==> src/rtl/gbd_pkg.sv <==
`default_nettype none
package gbd_pkg;

  localparam int unsigned COLS_MAX = 1024;
  localparam int unsigned ROWS_MAX = 1024;
  localparam int unsigned R_MAX    = 4;

  localparam int unsigned HSLOTS = 2 * R_MAX;
  localparam int unsigned SSLOTS = R_MAX;
  localparam int unsigned WIN    = 2 * R_MAX + 1;

  localparam int unsigned COL_W  = $clog2(COLS_MAX);
  localparam int unsigned ROW_W  = $clog2(ROWS_MAX);
  localparam int unsigned HS_W   = $clog2(HSLOTS);
  localparam int unsigned SS_W   = $clog2(SSLOTS);
  localparam int unsigned RAD_W  = $clog2(R_MAX + 1);
  localparam int unsigned TAP_W  = $clog2(WIN);
  localparam int unsigned QDEPTH = 2;
  localparam int unsigned QPTR_W = $clog2(QDEPTH);
  localparam int unsigned NREG   = 8;
  localparam int unsigned ADDR_W = $clog2(NREG) + 2;

  typedef logic signed [15:0] pix_t;

  typedef enum logic [$clog2(NREG)-1:0] {
    REG_FRAME_WIDTH  = 3'd0,
    REG_FRAME_HEIGHT = 3'd1,
    REG_RADIUS       = 3'd2,
    REG_COEF_0       = 3'd3,
    REG_COEF_1       = 3'd4,
    REG_COEF_2       = 3'd5,
    REG_COEF_3       = 3'd6,
    REG_COEF_4       = 3'd7
  } reg_e;

  typedef enum logic [3:0] {
    S_IDLE, S_SRC, S_ORIG, S_HMUL, S_HACC, S_VRD, S_VMUL, S_VACC, S_OUT
  } bstate_e;

  // Effective sizes after clamping, and the weights.
  typedef struct packed {
    logic [COL_W-1:0]        w_m1;
    logic [ROW_W-1:0]        h_m1;
    logic [RAD_W-1:0]        rr;
    logic [R_MAX:0][15:0]    coef;
  } cfg_t;

  // One request's work: a run of columns, or one drained pixel.
  typedef struct packed {
    logic                    flush;
    logic                    emit;
    logic [COL_W-1:0]        x;
    logic [COL_W-1:0]        c_lo;
    logic [COL_W-1:0]        c_hi;
    logic [ROW_W-1:0]        vrow;
    logic [ROW_W-1:0]        wrow;
    pix_t [WIN-1:0]          win;
  } task_t;

endpackage
`default_nettype wire

==> src/rtl/gbd_fifo.sv <==
`default_nettype none
module gbd_fifo (
  input  logic           clk_i,
  input  logic           rst_ni,
  input  logic           push_i,
  input  gbd_pkg::task_t data_i,
  input  logic           pop_i,
  output gbd_pkg::task_t data_o,
  output logic           empty_o,
  output logic           full_o
);
  import gbd_pkg::*;

  task_t               mem_q [QDEPTH];
  logic [QPTR_W-1:0]   rd_q, wr_q;
  logic [QPTR_W:0]     cnt_q;

  assign empty_o = cnt_q == '0;
  assign full_o  = cnt_q == (QPTR_W+1)'(QDEPTH);
  assign data_o  = mem_q[rd_q];

  always_ff @(posedge clk_i) begin
    if (push_i) begin
      mem_q[wr_q] <= data_i;
    end
  end

  always_ff @(posedge clk_i or negedge rst_ni) begin
    if (!rst_ni) begin
      rd_q  <= '0;
      wr_q  <= '0;
      cnt_q <= '0;
    end else begin
      if (push_i) begin
        wr_q <= wr_q + 1'b1;
      end
      if (pop_i) begin
        rd_q <= rd_q + 1'b1;
      end
      cnt_q <= cnt_q + (QPTR_W+1)'(push_i) - (QPTR_W+1)'(pop_i);
    end
  end

endmodule
`default_nettype wire

==> config.mk <==
export PLATFORM = sky130hd
export DESIGN_NAME = gbd_fifo
export DESIGN_NICKNAME = d
export VERILOG_FILES = /design/src/rtl/gbd_pkg.sv /design/src/rtl/gbd_fifo.sv
export SDC_FILE = /design/constraint.sdc
export NUM_CORES = 1
export LEC_CHECK = 0
export BUFFER_PORTS_ARGS = -buffer_cell sky130_fd_sc_hd__buf_4
export CAP_MARGIN = 20
export CORE_UTILIZATION = 35
export CTS_BUF_LIST = sky130_fd_sc_hd__clkbuf_16
export CTS_CLUSTER_DIAMETER = 100
export DETAILED_ROUTE_END_ITERATION = 8
export HOLD_SLACK_MARGIN = 0.1
export SETUP_SLACK_MARGIN = 0.1
export SLEW_MARGIN = 20
export SYNTH_ARGS = -nofsm -noshare
export SYNTH_HDL_FRONTEND = slang
export SYNTH_SLANG_ARGS = --single-unit
==> constraint.sdc <==
create_clock -name clk_i -period 15.3 [get_ports clk_i]
set_input_delay 0.765 -clock clk_i [delete_from_list [all_inputs] [get_ports clk_i]]
set_output_delay 0.765 -clock clk_i [all_outputs]
set_load 0.05 [all_outputs]
# Yosys cells after proc, flatten, opt, wreduce, memory -nomap -nowiden
# Memory sizes are Yosys's and may differ from the RTL's.
# Index checks and enable logic that the tools add are counted.
word_totals:
  regBits: 4
  latchBits: 0
  mem_bits_rw: 392
  mem_bits_ro: 0
  in_bits: 200
  output_inout_bits: 198
  wordCells: 12
  mem_count: 1
mem_list:
  columns: ["memory", "words", "width", "read_ports", "rd_clocked_by_memory_dff", "wr", "line", "rtl"]
  rows:
  - ["mem_q", 2, 196, 1, 0, 1, "gbd_fifo.sv:14", "task_t mem_q [QDEPTH];"]
classes:
  n_addsub: 4
  multipliers: 0
  div: 0
  magnitude_cmp: 0
  eq_ne: 1
  shift: 0
  mux: 2
  bitwise: 0
  reduce_logical: 1
ops:
  columns: ["cell", "n"]
  rows:
  - ["$add 1x1->1 const B", 2]
  - ["$add 2x1->2", 1]
  - ["$eq 2x2->1 const B", 1]
  - ["$logic_not 2->1", 1]
  - ["$mux 1", 2]
  - ["$sub 2x1->2", 1]

# Depth between registers and ports, before layout
logic_depth:
  depth_word: 2
  ltp_mapped: 5
  depth_no_buf: 5

# Worst setup path before layout
# Ideal clock, no wire load.
synth_timing:
  kind: "input to register"
  from: "input push_i"
  to: "memory mem_q[0][0] in the netlist's numbering (enable)"
  setup_time_ns: 0.779
  arrival_ns: 9.218
  t_required_ns: 14.521
  slack_ns: 5.304
  path_stages: 1
  path_buffers: 0
  path_cell_list: "nor2b_1"
synth_between:
  elab_chain_cells: 2
synth_lines:
  columns: ["element", "line", "rtl"]
  rows:
  - ["start: declaration", "gbd_fifo.sv:5", "input logic push_i,"]
  - ["$mux 1", "gbd_fifo.sv:23", "if (push_i) begin"]
  - ["$mux 1 (implied by the code)", "gbd_fifo.sv:24", "mem_q[wr_q] <= data_i;"]
  - ["end: declaration", "gbd_fifo.sv:14", null]
# No other way between the ends.

==> qor.csv <==
stage;metric;value;unit
outcome;status;finished, final reports clean;
yosys;yosysWarnings;0;
timing;rsz0062_at_grt;no;
routing;drt_iter0_drc;304;
grt;grt_max_degree;72;
finish;final_area;19700;um^2
grt;met1_usage;16.4;%
routing;wl;31100;um
placement;portBuffers;397;
routing;ant_nets;0;
power;peakVddDrop;0.174;mV
yosys;synth_edf_count;392;
setup_path;reg2reg_slack;12.31;ns
yosys;synth_ff_type;edfxtp_1;
timing;fin_setup_tns;0;ns
setup_path;path_max_fanout;61;
placement;gp_congestion;0.717;
yosys;synth-xor-area-share;0.278;%
finish;nFillCells;3620;
timing;clock_skew;0.0107;ns
yosys;netlist-cell-type-count;13;
grt;grt_pass1_wl;45200;um
clocking;cts_tree;done;
yosys;synthCells;625;
yosys;synth_most_common_cell;edfxtp_1;
yosys;synth_seq_cells;396;
grt;grt_pass1_vias;7537;
routing;wl_per_cell;19.1;um
routing;vias;7254;
hold_path;hold_class;input port to flip-flop;
clocking;cts.sinks;396;
timing;hold_violations;0;
timing;min_period_over_period;26.0;%
floorplan;pin_count;398;
floorplan;start_util;35.5;%
clocking;htreeDepth;2;
timing;worstMarginPinSlew;1.05;ns
timing;fmax;252;MHz
power;fin_total_pwr;4.31;mW
floorplan;dieArea;43300;um^2
finish;final-seq-area;11900;um^2
routing;drc;0;
hold_path;min_path_cells;1;
yosys;synth_top_family_by_area;multiplexers;
placement;hpwlAfterDp;20300;um
clocking;clk_pin_slew;0.06;ns
yosys;ys_seq_area_share;79.8;%
clocking;clockRootBuffer;clkbuf_16;
routing;drtPass1Iterations;4;
job;drv_cap;0;
yosys;syn_avg_cell_area;23.8;um^2
floorplan;fp.dieW;208;um
clocking;clk_path_buf_depth;3;
yosys;synthMuxAreaShare;18.1;%
setup_path;reg2reg_from;wr_q;
timing;slew_viol_final;0;
finish;nets;1256;
yosys;syn-num-nets;827;
finish;layout-drive-gt1-share;60.5;%
setup_path;required;14.53;ns
setup_path;reg2reg_depth;3;
finish;area_growth;32.2;%
grt;use_met3;5.21;%
yosys;synthAdderAreaFrac;0.168;%
setup_path;critPathLaunchType;flip-flop;
yosys;synth_common_cells;392 x edfxtp_1, 130 x mux2_4, 66 x mux2_2;
hold_path;hp-start;data_i[188];
grt;antenna_found_initial;2;
yosys;async_reset_ff_share;1.01;%
timing;min_period;3.98;ns
placement;placed_cell_area;18400;um^2
grt;grt_overflow_total;0;
power;leakagePower;7.74;nW
clocking;cts_post_setup_buffers_inserted;0;
timing;slew_headroom;29.7;%
yosys;yosys.area_share.simple;0.151;%
yosys;netlist_area;14900;um^2
clocking;insertion_delay;0.55;ns
setup_path;setup.worst_path.end_class;primary output;
setup_path;worstSetupPathType;flip-flop to primary output;
setup_path;cp-startpoint;rd_q;
grt;use_met2;22.8;%
floorplan;row_count;75;
yosys;synth_top_area_cell;edfxtp_1;
clocking;cts_buffers;43;
floorplan;core-area;41900;um^2
hold_path;holdPathEnd;mem_q[1][188];
grt;global_route.peak_usage_layer;met2;
yosys;synth_compound_area_share;0;%
yosys;synth.area.top_cells;edfxtp_1 79%, mux2_4 13%, mux2_2 5.0%;
grt;grt_use_total;13.9;%
floorplan;die-height;208;um
yosys;synth_top_area_share;79.1;%
routing;vias_per_cell;4.47;
finish;multiInputGateArea;2790;um^2
setup_path;regToRegEndpoint;mem_q[0][102];
timing;setup_viol;0;
power;powerDensity;219;nW/um^2
setup_path;crit_arrival;3.21;ns
==> stage by stage <==
stage               util, %  setup slack [ns]  cells  hold slack [ns]
detailed placement     43.8             11.74   1547            0.536
global placement       43.8             11.75   1547            0.539
floorplan                 -              5.30    625            0.455
CTS                    46.9             11.21   1623            0.349
global route           46.9             11.13   1624            0.357
finish                 46.9             11.32   1624            0.395
==> routing by layer <==
metal	part of all wire, %	up-vias	routed length (um)
met3	8.2	55	2550
met1	40	3580	12500
met2	49	263	15200
met4	2.4	2	761
li1	-	3354	-
met5	0.045	-	14
==> cell type report <==
type                       instances  area share, %
multi-input combinational        205           14.2
timing repair buffer             406           15.5
clock inverter                    30          0.662
antenna                            1         0.0127
inverter                           2         0.0382
tap                              539           3.43
clock buffer                      45           5.73
sequential                       396           60.4
==> timing repair <==
item	in CTS	in global routing
gates resized for setup	0	0
hold endpoints to repair	4	0
hold buffers	1	0
==> layout by cell type (no fill, tap or decap), drive strengths merged <==
cell type    synthesis  routed
and2                 1       1
buf                 22     405
clkbuf               0      45
clkinv               0      11
clkinvlp             0       2
dfrtp                4       4
diode                0       1
dlygate4sd3          0       1
edfxtp             392     392
ha                   2       2
inv                  2      19
mux2               196     196
nor2                 1       1
nor2b                2       2
xor2                 2       2
xor3                 1       1
==> sequential cells by signal (all words and copies together), names as in the netlist <==
signal	cells
cnt_q	2
mem_q	392
rd_q	1
wr_q	1
==> worst max-delay path, stage by stage, from the launching register on <==
cell	delay [ns]
dfrtp_4	1.10
buf_4	0.89
mux2_2	0.42
buf_4	0.19
==> how the worst max path moves through the flow <==
stage                    endpoint  slack [ns]  depth (start not counted)
detailed placement   mem_q[0][98]       11.74                          4
finish                 data_o[42]       11.32                          3
CTS                    data_o[21]       11.21                          3
global route            data_o[3]       11.13                          3
floorplan             mem_q[0][0]        5.30                          1
global placement    mem_q[0][104]       11.75                          4
==> report_power, final <==
part           internal (mW)  switching [mW]
Sequential              1.44          0.0841
Clock                  0.527           0.400
Combinational          0.655            1.20
==> kinds of logic (layout without fill, tap and decap cells) <==
family | count (synthesis) | after routing
flip-flops | 396 | 396
multiplexers | 196 | 196
buffers and inverters | 24 | 483
AND/OR/NAND/NOR | 4 | 4
XOR/XNOR | 3 | 3
adder cells (fa/ha/maj) | 2 | 2
other | 0 | 1
Note: power is estimated with default switching activity, not from simulation.
