<file path="config.mk">
export PLATFORM = sky130hd
export DESIGN_NAME = gbd_front_flat
export DESIGN_NICKNAME = d
export VERILOG_FILES = /design/src/rtl/gbd_pkg.sv /design/src/rtl/gbd_in_if.sv /design/src/rtl/gbd_front.sv /design/src/flat_wrapper.sv
export SDC_FILE = /design/constraint.sdc
export NUM_CORES = 1
export LEC_CHECK = 0
export ABC_AREA = 1
export BUFFER_PORTS_ARGS = -buffer_cell sky130_fd_sc_hd__buf_2
export CAP_MARGIN = 40
export CORE_MARGIN = 5
export CORE_UTILIZATION = 40
export CTS_CLUSTER_DIAMETER = 120
export DETAILED_ROUTE_END_ITERATION = 12
export PLACE_DENSITY_LB_ADDON = 0.1
export RECOVER_POWER = 100
export SLEW_MARGIN = 20
export SYNTH_ARGS = -nofsm -noshare
export SYNTH_HDL_FRONTEND = slang
export SYNTH_SLANG_ARGS = --single-unit
</file>
<file path="constraint.sdc">
create_clock -name clk_i -period 20.6 [get_ports clk_i]
set_clock_uncertainty 0.05 [all_clocks]
set_input_delay 6.18 -clock clk_i [delete_from_list [all_inputs] [get_ports clk_i]]
set_output_delay 6.18 -clock clk_i [all_outputs]
set_load 0.02 [all_outputs]
</file>
<file path="src/rtl/gbd_pkg.sv">
`default_nettype none
package gbd_pkg;

  localparam int unsigned COLS_MAX = 1024;
  localparam int unsigned ROWS_MAX = 1024;
  localparam int unsigned R_MAX    = 4;

  localparam int unsigned HSLOTS = 2 * R_MAX;
  localparam int unsigned SSLOTS = R_MAX;
  localparam int unsigned WIN    = 2 * R_MAX + 1;

  localparam int unsigned COL_W  = $clog2(COLS_MAX);
  localparam int unsigned ROW_W  = $clog2(ROWS_MAX);
  localparam int unsigned HS_W   = $clog2(HSLOTS);
  localparam int unsigned SS_W   = $clog2(SSLOTS);
  localparam int unsigned RAD_W  = $clog2(R_MAX + 1);
  localparam int unsigned TAP_W  = $clog2(WIN);
  localparam int unsigned QDEPTH = 2;
  localparam int unsigned QPTR_W = $clog2(QDEPTH);
  localparam int unsigned NREG   = 8;
  localparam int unsigned ADDR_W = $clog2(NREG) + 2;

  typedef logic signed [15:0] pix_t;

  typedef enum logic [$clog2(NREG)-1:0] {
    REG_FRAME_WIDTH  = 3'd0,
    REG_FRAME_HEIGHT = 3'd1,
    REG_RADIUS       = 3'd2,
    REG_COEF_0       = 3'd3,
    REG_COEF_1       = 3'd4,
    REG_COEF_2       = 3'd5,
    REG_COEF_3       = 3'd6,
    REG_COEF_4       = 3'd7
  } reg_e;

  typedef enum logic [3:0] {
    S_IDLE, S_SRC, S_ORIG, S_HMUL, S_HACC, S_VRD, S_VMUL, S_VACC, S_OUT
  } bstate_e;

  // Effective sizes after clamping, and the weights.
  typedef struct packed {
    logic [COL_W-1:0]        w_m1;
    logic [ROW_W-1:0]        h_m1;
    logic [RAD_W-1:0]        rr;
    logic [R_MAX:0][15:0]    coef;
  } cfg_t;

  // One request's work: a run of columns, or one drained pixel.
  typedef struct packed {
    logic                    flush;
    logic                    emit;
    logic [COL_W-1:0]        x;
    logic [COL_W-1:0]        c_lo;
    logic [COL_W-1:0]        c_hi;
    logic [ROW_W-1:0]        vrow;
    logic [ROW_W-1:0]        wrow;
    pix_t [WIN-1:0]          win;
  } task_t;

endpackage
`default_nettype wire

</file>
<file path="src/rtl/gbd_in_if.sv">
`default_nettype none
interface gbd_in_if;
  logic               valid;
  logic               ready;
  logic               op;
  logic signed [15:0] pixel;
  modport source (output valid, output op, output pixel, input ready);
  modport sink (input valid, input op, input pixel, output ready);
endinterface
`default_nettype wire

</file>
<file path="src/rtl/gbd_front.sv">
`default_nettype none
module gbd_front (
  input  logic           clk_i,
  input  logic           rst_ni,
  input  gbd_pkg::cfg_t  cfg_i,
  input  logic           restart_i,
  gbd_in_if.sink         in_i,
  input  logic           full_i,
  output logic           push_o,
  output gbd_pkg::task_t task_o
);
  import gbd_pkg::*;

  logic [COL_W-1:0]   col_q, col_d;
  logic [ROW_W:0]     row_q, row_d;
  logic [COL_W-1:0]   dcol_q, dcol_d;
  logic [RAD_W-1:0]   drow_q, drow_d;
  pix_t [WIN-1:0]     win_q, win_d;

  logic               accept, wrap, row_end, have_cols, frame_done, flush_act;
  logic [COL_W-1:0]   x;
  logic [ROW_W-1:0]   y;
  logic [ROW_W:0]     h;
  logic [RAD_W-1:0]   rows_left;
  pix_t [WIN-1:0]     win_new;

  assign in_i.ready = !full_i;
  assign accept     = in_i.valid && !full_i;

  always_comb begin
    h          = {1'b0, cfg_i.h_m1} + 1'b1;
    frame_done = row_q > {1'b0, cfg_i.h_m1};
    wrap       = frame_done || (col_q > cfg_i.w_m1);
    x          = wrap ? '0 : col_q;
    y          = wrap ? '0 : row_q[ROW_W-1:0];
    row_end    = x == cfg_i.w_m1;
    have_cols  = row_end || (x >= COL_W'(cfg_i.rr));
    rows_left  = ((ROW_W+1)'(cfg_i.rr) < h) ? cfg_i.rr : h[RAD_W-1:0];
    flush_act  = frame_done && (drow_q < rows_left);

    win_new[0] = pix_t'(in_i.pixel);
    for (int k = 1; k < WIN; k++) begin
      win_new[k] = (x == '0) ? pix_t'(in_i.pixel) : win_q[k-1];
    end

    task_o.flush = in_i.op;
    task_o.win   = in_i.op ? win_q : win_new;
    task_o.x     = x;
    task_o.wrow  = y;
    if (in_i.op) begin
      task_o.emit = 1'b1;
      task_o.c_lo = dcol_q;
      task_o.c_hi = dcol_q;
      task_o.vrow = ROW_W'(h - (ROW_W+1)'(rows_left) + (ROW_W+1)'(drow_q));
    end else begin
      task_o.emit = y >= ROW_W'(cfg_i.rr);
      task_o.vrow = y - ROW_W'(cfg_i.rr);
      task_o.c_hi = row_end ? x : x - COL_W'(cfg_i.rr);
      task_o.c_lo = (x >= COL_W'(cfg_i.rr)) ? x - COL_W'(cfg_i.rr) : '0;
    end
    push_o = accept && (in_i.op ? flush_act : have_cols);

    col_d  = col_q;
    row_d  = row_q;
    dcol_d = dcol_q;
    drow_d = drow_q;
    win_d  = win_q;
    if (restart_i) begin
      col_d  = '0;
      row_d  = '0;
      dcol_d = '0;
      drow_d = '0;
    end else if (accept && !in_i.op) begin
      win_d = win_new;
      if (wrap) begin
        dcol_d = '0;
        drow_d = '0;
      end
      if (row_end) begin
        col_d = '0;
        row_d = {1'b0, y} + 1'b1;
      end else begin
        col_d = x + 1'b1;
        row_d = {1'b0, y};
      end
    end else if (accept && flush_act) begin
      if (dcol_q == cfg_i.w_m1) begin
        dcol_d = '0;
        drow_d = drow_q + 1'b1;
      end else begin
        dcol_d = dcol_q + 1'b1;
      end
    end
  end

  always_ff @(posedge clk_i or negedge rst_ni) begin
    if (!rst_ni) begin
      col_q  <= '0;
      row_q  <= '0;
      dcol_q <= '0;
      drow_q <= '0;
      win_q  <= '0;
    end else begin
      col_q  <= col_d;
      row_q  <= row_d;
      dcol_q <= dcol_d;
      drow_q <= drow_d;
      win_q  <= win_d;
    end
  end

endmodule
`default_nettype wire

</file>
<file path="src/flat_wrapper.sv">
// flat-port wrapper written by rule: the top's interface ports become plain ports
module gbd_front_flat import gbd_pkg::*;
  (clk_i, rst_ni, cfg_i, restart_i, full_i, push_o, task_o, in_i_valid, in_i_op, in_i_pixel, in_i_ready);
  gbd_in_if in_i_i ();
  input  logic clk_i;
  input  logic rst_ni;
  input  gbd_pkg::cfg_t cfg_i;
  input  logic restart_i;
  input  logic full_i;
  output logic push_o;
  output gbd_pkg::task_t task_o;
  input wire logic [$bits(in_i_i.valid)-1:0] in_i_valid;
  input wire logic [$bits(in_i_i.op)-1:0] in_i_op;
  input wire logic [$bits(in_i_i.pixel)-1:0] in_i_pixel;
  output wire logic [$bits(in_i_i.ready)-1:0] in_i_ready;
  assign in_i_i.valid = in_i_valid;
  assign in_i_i.op = in_i_op;
  assign in_i_i.pixel = in_i_pixel;
  assign in_i_ready = in_i_i.ready;
  gbd_front u_core (.clk_i(clk_i), .rst_ni(rst_ni), .cfg_i(cfg_i), .restart_i(restart_i), .in_i(in_i_i), .full_i(full_i), .push_o(push_o), .task_o(task_o));
endmodule
</file>
======== Yosys cells after proc, flatten, opt, wreduce, memory -nomap -nowiden ========
Index checks and enable logic that the tools add are counted.
storage, ports and cells
  bits in read-only memories .............. 0
  memories kept ........................... 0
  output and inout bits ................... 198
  word-level logic and storage cells ...... 81
  register bits ........................... 178
  latch bits .............................. 0
  RAM bits ................................ 0
operators by class
  multiplexer cells ....................... 33
  multipliers ............................. 0
  div/mod/pow operators ................... 0
  equality and inequality tests ........... 3
  order comparisons ....................... 6
  bitwise operators ....................... 1
  $add $sub $neg .......................... 9
  shift operators ......................... 0
  reductions and logical operators ........ 16
operators by type and width
  operator                                                         number
  144-bit two-way mux                                              1
  16-bit two-way mux                                               8
  10-bit two-way mux                                               12
  11-bit two-way mux                                               3
  30-bit two-way mux                                               1
  10-bit by 3-bit subtractor with 10-bit output                    3
  10-bit by 1-bit adder with 11-bit output, second input constant  2
  10-bit by 1-bit adder with 10-bit output, second input constant  2
  10-bit == test                                                   2
  10-bit by 3-bit >= comparator with 1-bit output                  2
  3-bit two-way mux                                                6
  11-bit by 10-bit greater-than comparator with 1-bit output       1
  3-bit by 11-bit less-than comparator with 1-bit output           1
  10-bit by 3-bit adder with 10-bit output                         1
  10-bit greater-than comparator                                   1
  10-bit logical NOT                                               1
  3-bit nonzero test                                               2
  1-bit logical AND                                                5
  2-bit AND reduction                                              2
  3-bit by 1-bit adder with 3-bit output, second input constant    1
  3-bit less-than comparator                                       1
  3-bit by 2-bit != test with 1-bit output, second input constant  1
  3-bit AND reduction                                              1
  1-bit logical NOT                                                2
  4 further kinds                                                  6

======== Logic depth before layout (Yosys ltp) ========
Gate-level depths: netlist of the first run.
  depth in word-level cells ............... 9
  gate-level depth with buffers ........... 30

======== Worst setup path before layout of the first run ========
No wires, ideal clock.
  kind .................................... input -> output
  start point ............................. in cfg_i[83] (netlist name)
  end point ............................... out task_o[162] (netlist name)
  arrival time ............................ 10116 ps
  slack ................................... 4254 ps
  stages .................................. 28
  cells stage by stage .................... ha_1 > nand2_1 > nor3_1 > nand2_1 > inv_1 > nand2_1 > xor2_1 > inv_1 > ha_1 > nand3_1 > nor3_1 > nand2_1 > nand2_1 > and2_1 > xor2_1 > inv_1 > ha_1 > inv_1 > fa_1 > o31ai_1 > nand2_1 > nand2_1 > a21oi_1 > nor2_1 > nor2_1 > o21bai_1 > nor2_1 > o21ai_0
RTL lines
  item         RTL line            text
  from (decl)  flat_wrapper.sv:7   input gbd_pkg::cfg_t cfg_i;
  to (decl)    flat_wrapper.sv:11  output gbd_pkg::task_t task_o;

==> results by group, run 1 <==
Status
  – Status: finished with violations
  – Failing checks: max-capacitance violations, max-slew violations

GRT
  – Largest net degree at the start of global routing: 258
  – First-pass GRT wire length: 67800 um
  – Overall global routing resource usage: 23.9%
  – Initial antenna violation count: 2
  – Vias in the first global route: 11900
  – Total grt overflow: 0

Final layout
  – P&R area growth vs syn: 12.0%
  – Share of cells above drive strength 1: 5.87%
  – Net count, final: 2124
  – Commonest non-fill, non-tap cells in the layout: 400 x nand2_1, 324 x nor2_1, 259 x a31oi_1
  – Commonest non-fill, non-tap cell in the layout: nand2_1
  – Fin util: 45.2%

Synthesis
  – Yosys warning count: 0
  – Synth Register Bits: 178
  – Synth async-reset ratio: 100%
  – Count of flip-flops with a built-in enable after synthesis: 0
  – Top-area cell type share of the netlist area: 35.1%
  – Post-synth top area cell: dfrtp_1
  – Seq/Total Area, Yosys: 35.1%
  – Top post-synthesis cells by area: dfrtp_1 35%, a31oi_1 13%, nand2_1 12%
  – Syn Inst Count: 1791
  – Syn_area_per_cell: 7.08 um2
  – Mapped Nets: 1968
  – Cell Area, Synth: 0.0127 mm2
  – Top_reg_cell synth: dfrtp_1
  – Netlist cell types: 47

Clocking
  – CTS root buf: clkbuf_16
  – Skew-Pair Late Insertion Delay: 440 ps
  – CTS tree: done
  – # Post-CTS Setup Buffers: 0
  – CTS resizes: 0
  – TritonCTS Buffers: 17
  – H-tree Lvls: 4
  – CTS Buffer Depth: 2
  – Post-CTS Hold Fix Bufs: 0
  – CTS sink cnt: 178
  – Clock slew at reported path FFs: 70 ps

Timing
  – Hold Violations, Final: 0
  – Max Slew Vio Count: 484
  – Slew Limit Headroom: -598%
  – Crit share post-route: 89.8%
  – Unrepaired setup endpoints after global routing: false
  – Max Freq: 0.0541 GHz
  – Worst-margin pin slew: 10470 ps
  – Crit path time final: 18490 ps
  – Setup TNS: 0 ps
  – Setup Viol. Count Final: 0

Drt
  – Vias per inst: 5.51
  – 1st-pass router iterations: 5
  – Iter 0 DRT Violations: 1099
  – DR WL/cell: 18.5 um
  – DRC Markers: 0
  – Post-route ant nets: 0
  – Total Wirelength: 43700 um
  – Via count of the routed design: 13000

Critical path
  – R2R Path Start: u_core.col_q[9]
  – CP Max Fanout: 66
  – Critical path class: in -> out
  – Max incr delay on CP: 1010 ps
  – WP data arrival: 12260 ps
  – WP data required: 14370 ps
  – Reg-to-reg endpoint: u_core.win_q[120]
  – Crit path capture type: output pin
  – Reg-to-reg setup timing slack: 14110 ps
  – Critical-path top delay cell: nor2_1
  – R2R cell count: 15
  – Crit path cell chain: clkbuf_1 -> inv_1 -> ha_1 -> nand2_1 -> nor2_2 -> nand3_1 -> nand3_1 -> nand2_1 -> clkbuf_1 -> nand3_1 -> ha_1 -> nand3_2 -> nor2_1 -> nand2_4 -> clkbuf_2 -> nand2_1 -> a31oi_1 -> clkbuf_1
  – Element type at the critical path start: input pin

Worst hold path
  – Hold path depth: 2
  – Hold Path End: u_core.win_q[3]
  – Worst Hold Launch: u_core.win_q[3]
  – HP Class: reg -> reg

Power and ir drop
  – Sw Ratio: 38.9%
  – Pint: 714 uW
  – Clock power frac: 28.5%
  – Reg power frac: 40.2%
  – Worst vdd ir: 0.0000560 V
  – Net load switching power: 455 uW
  – Pwr dens: 82.2 mW/mm2
  – Logic pwr share: 31.3%
  – Overall power: 1.17 mW
  – Lkg Pwr: 6.37 nW

Die
  – Die height: 188 um
  – Initial core utilization: 40.3%
  – Die area: 0.0354 mm2
  – Placeable Area: 0.0315 mm2
  – Num ports: 323
  – Num rows: 65
  – Die Wd: 188 um

Placed design
  – Hpwl dp: 31600 um
  – Input/output buffers: 242
  – Routability Congestion: 0.891

Job
  – Max Cap Violations: 5
worst max path at each step:
stage | startpoint | endpoint | slack [ps] | cells after the start
6_report | cfg_i[102] | task_o[120] | 2110 | 18
5_1_grt | cfg_i[102] | task_o[117] | 1640 | 18
4_1_cts | cfg_i[102] | task_o[117] | 3470 | 18
3_5_place_dp | cfg_i[102] | task_o[117] | 3480 | 18
3_3_place_gp | cfg_i[102] | task_o[120] | 3410 | 18
2_1_floorplan | cfg_i[83] | task_o[162] | 4250 | 28
worst max-delay path, delay by kind of cell:
kind	cells	cell delay (ps)
buffers and inverters	5	1910
adder cells (fa/ha/maj)	2	550
AO/OA/AOI/OAI	1	160
AND/OR/NAND/NOR	10	3390
synth_stat cells, types with 2 or more instances:
| library cell | n |
|---|---|
| nand3_1 | 73 |
| o22ai_1 | 9 |
| nor3_1 | 18 |
| nand3_4 | 13 |
| buf_4 | 12 |
| nor2_2 | 3 |
| o21a_1 | 2 |
| inv_2 | 3 |
| clkbuf_1 | 74 |
| o31ai_1 | 3 |
| nor4_1 | 6 |
| nand2_1 | 401 |
| nand4_1 | 30 |
| nand2_2 | 2 |
| xor2_1 | 27 |
| nor3b_1 | 2 |
| nand3_2 | 5 |
| o211ai_1 | 2 |
| buf_12 | 2 |
| ha_1 | 48 |
| nor2_4 | 2 |
| a21oi_1 | 18 |
| buf_6 | 11 |
| o21bai_1 | 4 |
| inv_1 | 138 |
| nor2_1 | 323 |
| a21o_1 | 2 |
| clkbuf_8 | 2 |
| xnor2_1 | 4 |
| clkinv_1 | 2 |
| o21ai_0 | 80 |
| buf_2 | 17 |
| fa_1 | 4 |
| dfrtp_1 | 178 |
| a31oi_1 | 259 |
cell families after synthesis:
group,share of synthesized area [%]
simple gates,29.7
compound gates,18.3
buf+inv,9.34
flops,35.1
fa+ha+maj,5.37
xor+xnor,2.14
area by class of cell:
class	instances	area, um2
Fill cell	3411	17300
Timing Repair Buffer	256	1120
Inverter	143	544
Clock buffer	17	425
Antenna cell	2	5.00
Multi-Input combinational cell	1351	7010
Tap cell	402	503
Sequential cell	178	4450
Clock inverter	14	154
power groups by stage:
stage / Sequential, mW / Clock (mW) / Combinational, mW
after floorplan: 0.458 / 0 / 0.262
after global placement: 0.470 / 0 / 0.367
after detailed placement: 0.473 / 0 / 0.374
after CTS: 0.466 / 0.342 / 0.374
after global routing: 0.478 / 0.354 / 0.406
final: 0.470 / 0.333 / 0.365
metal layers:
layer	wire, um	vias to the layer above	track usage [%]
met5	0	-	0
met4	1080	0	6.69
met3	2280	58	3.61
met2	20900	393	39.7
met1	19500	6173	32.6
li1	-	6397	-
through the flow:
step	hold slack [ps]	std cells	worst slack, ps	area, um2
2_1_floorplan	424	1791	4250	12700
3_3_place_gp	440	2323	3410	13800
3_5_place_dp	453	2326	3480	13900
4_1_cts	469	2357	3470	14500
5_1_grt	483	2363	1640	14200
6_report	465	2363	2110	14200
registers in the layout, summed over array words and instances (netlist names):
| register | cells |
|---|---|
| u_core.row_q | 11 |
| u_core.drow_q | 3 |
| u_core.col_q | 10 |
| u_core.win_q | 144 |
| u_core.dcol_q | 10 |
Power figures use the tool's default switching activity.
==> run 2, diff against run 1 <==
--- a/config.mk
+++ b/config.mk
@@ -9,7 +9,7 @@
 export BUFFER_PORTS_ARGS = -buffer_cell sky130_fd_sc_hd__buf_2
 export CAP_MARGIN = 40
 export CORE_MARGIN = 5
-export CORE_UTILIZATION = 40
+export CORE_UTILIZATION = 45
 export CTS_CLUSTER_DIAMETER = 120
 export DETAILED_ROUTE_END_ITERATION = 12
 export PLACE_DENSITY_LB_ADDON = 0.1
==> run 2 against run 1 <==
Compared with the run above: the flow still finishes with violations (max-capacitance violations, max-slew violations); critical path depth up 1; register-to-register slack better by 430 ps; count of clock-buffer cells in the layout up 1; final cell count down 1.1%; critical endpoint is now task_o[84]; largest power group unchanged.
==> results by group, run 2 (synthesis results as in run 1) <==
Drt
  – Total Wirelength: 43100 um
  – Met2 WL: 20700 um
  – Vias per inst: 5.60
  – DR WL/cell: 18.4 um
  – 1st-pass router iterations: 7
  – DRC Markers: 0
  – Post-route ant nets: 0
  – Iter 0 DRT Violations: 1475
  – WL met3: 2650 um
  – M1 WL: 18900 um
  – Via count of the routed design: 13100
  – Top layer in use: met5

Die
  – Num ports: 323
  – Placeable Area: 0.0278 mm2
  – Num rows: 61
  – Die area: 0.0316 mm2
  – Initial core utilization: 45.7%
  – Die height: 178 um
  – Die Wd: 178 um

Final layout
  – Largest regs: u_core.win_q (144), u_core.row_q (11)
  – Commonest non-fill, non-tap cells in the layout: 401 x nand2_1, 324 x nor2_1, 259 x a31oi_1
  – Net count, final: 2122
  – Share of cells above drive strength 1: 5.67%
  – Post-route cell area: 0.0142 mm2
  – P&R area growth vs syn: 12.1%
  – Largest register FFs: 144
  – Non-Filler Instances: 2337
  – Most flop-heavy register: u_core.win_q
  – Commonest non-fill, non-tap cell in the layout: nand2_1

GRT
  – First-pass GRT wire length: 65500 um
  – Vias in the first global route: 11700
  – Overall global routing resource usage: 26.3%
  – Total grt overflow: 0
  – Initial antenna violation count: 2
  – Largest net degree at the start of global routing: 258

Timing
  – Max Slew Vio Count: 238
  – Slew Limit Headroom: -190%
  – Crit path time final: 18200 ps
  – Max Freq: 0.0550 GHz
  – Hold Violations, Final: 0
  – Crit share post-route: 88.3%
  – Worst-margin pin slew: 4350 ps
  – Setup TNS: 0 ps
  – Setup Viol. Count Final: 0
  – Worst hold margin: 471 ps
  – Unrepaired setup endpoints after global routing: false

Placed design
  – Dpl cell area: 0.0139 mm2
  – Hpwl dp: 30800 um
  – Routability Congestion: 0.918
  – Input/output buffers: 242
  – Post-Place Cells: 2303

Power and ir drop
  – Pwr dens: 82.6 mW/mm2
  – Net load switching power: 477 uW
  – Pint: 697 uW
  – Logic pwr share: 30.7%
  – Clock power frac: 29.5%
  – Overall power: 1.17 mW
  – Sw Ratio: 40.6%
  – Lkg Pwr: 6.39 nW
  – Worst vdd ir: 0.0000467 V
  – Reg power frac: 39.8%

Worst hold path
  – HP Class: reg -> reg

Status
  – Status: finished with violations
  – Failing checks: max-capacitance violations, max-slew violations

Job
  – Max Cap Violations: 4

Clocking
  – Post-CTS Hold Fix Bufs: 0
  – CTS root buf: clkbuf_16
  – Skew-Pair Late Insertion Delay: 440 ps
  – Clock slew at reported path FFs: 80 ps
  – H-tree Lvls: 4
  – CTS Buffer Depth: 2
  – # Post-CTS Setup Buffers: 0
  – CTS sink cnt: 178
  – CTS tree: done
  – CTS resizes: 0
  – TritonCTS Buffers: 17

Critical path
  – Element type at the critical path start: input pin
  – Critical path buffers and inverters: 7
  – Critical path class: in -> out
  – Critical-path top delay cell: inv_1
  – Crit path capture type: output pin
  – CP Max Fanout: 76
  – Largest delay share family, worst path: simple AND/OR/NAND/NOR gates
  – WP data required: 14370 ps
  – Reg-to-reg setup timing slack: 14540 ps
  – Crit path cell chain: clkbuf_1 -> inv_1 -> ha_1 -> nand2_1 -> o21ai_0 -> nand2_1 -> nand3_1 -> nand2_1 -> nand3_1 -> inv_1 -> nor2_1 -> nand3_4 -> inv_1 -> nand2_4 -> clkbuf_1 -> buf_16 -> nand2_1 -> a31oi_1 -> clkbuf_1
  – WP data arrival: 11970 ps
  – Most frequent cell on the critical path: nand2_1
  – Max incr delay on CP: 930 ps
-- run 2: cell types whose count changed in the layout (fill, tap and decap cells not counted), moves of 2 or more --
cell        change
clkinvlp_4      -2
buf_2           -2
inv_12          +2
clkinv_4        -2
bufinv_16       -2
clkinv_2        -3
clkinv_8        +6
-- run 2: worst min-delay path, delay by kind of cell (launching register included) --
| kind | cells | cell delay [ps] |
|---|---|---|
| AOI/OAI and AO/OA | 1 | 60 |
| DFF | 1 | 370 |
| and+or+nand+nor | 1 | 50 |
-- run 2: final timing paths --
path,to,depth (start not counted),start
worst max-delay path,task_o[84],19,cfg_i[85]
worst min-delay path,u_core.win_q[13],2,u_core.win_q[13]
worst max register to register,u_core.win_q[118],18,u_core.row_q[6]
worst min register to register,u_core.win_q[13],2,u_core.win_q[13]
max in group asynchronous,u_core.win_q[32],2,rst_ni
min in group asynchronous,u_core.win_q[102],1,rst_ni
-- run 2: metrics by stage --
step	utilization, %	setup WS, ps
after floorplan	-	4250
after global placement	49.7	3560
after detailed placement	50.0	3570
after CTS	52.3	3560
after global routing	51.2	2080
final	51.2	2400
-- run 2: power groups by stage --
stage	logic (mW)	clock network [mW]	registers [mW]
detailed placement	0.372	0	0.472
global route	0.399	0.364	0.476
global placement	0.365	0	0.470
finish	0.360	0.347	0.467
CTS	0.373	0.353	0.466
floorplan	0.262	0	0.458
-- run 2: metal layers --
metal | track usage, % | vias to the layer above
met5 | 0 | -
li1 | - | 6392
met2 | 43.7 | 473
met1 | 36.0 | 6170
met3 | 3.96 | 50
met4 | 6.57 | 2
-- run 2: area by class of cell --
type	count	area (um2)
fill	2958	13600
timing repair buffer	254	1130
antenna	1	2.50
sequential	178	4450
multi-input combinational	1351	6990
clock inverter	14	185
inverter	143	544
tap	378	473
clock buffer	18	439
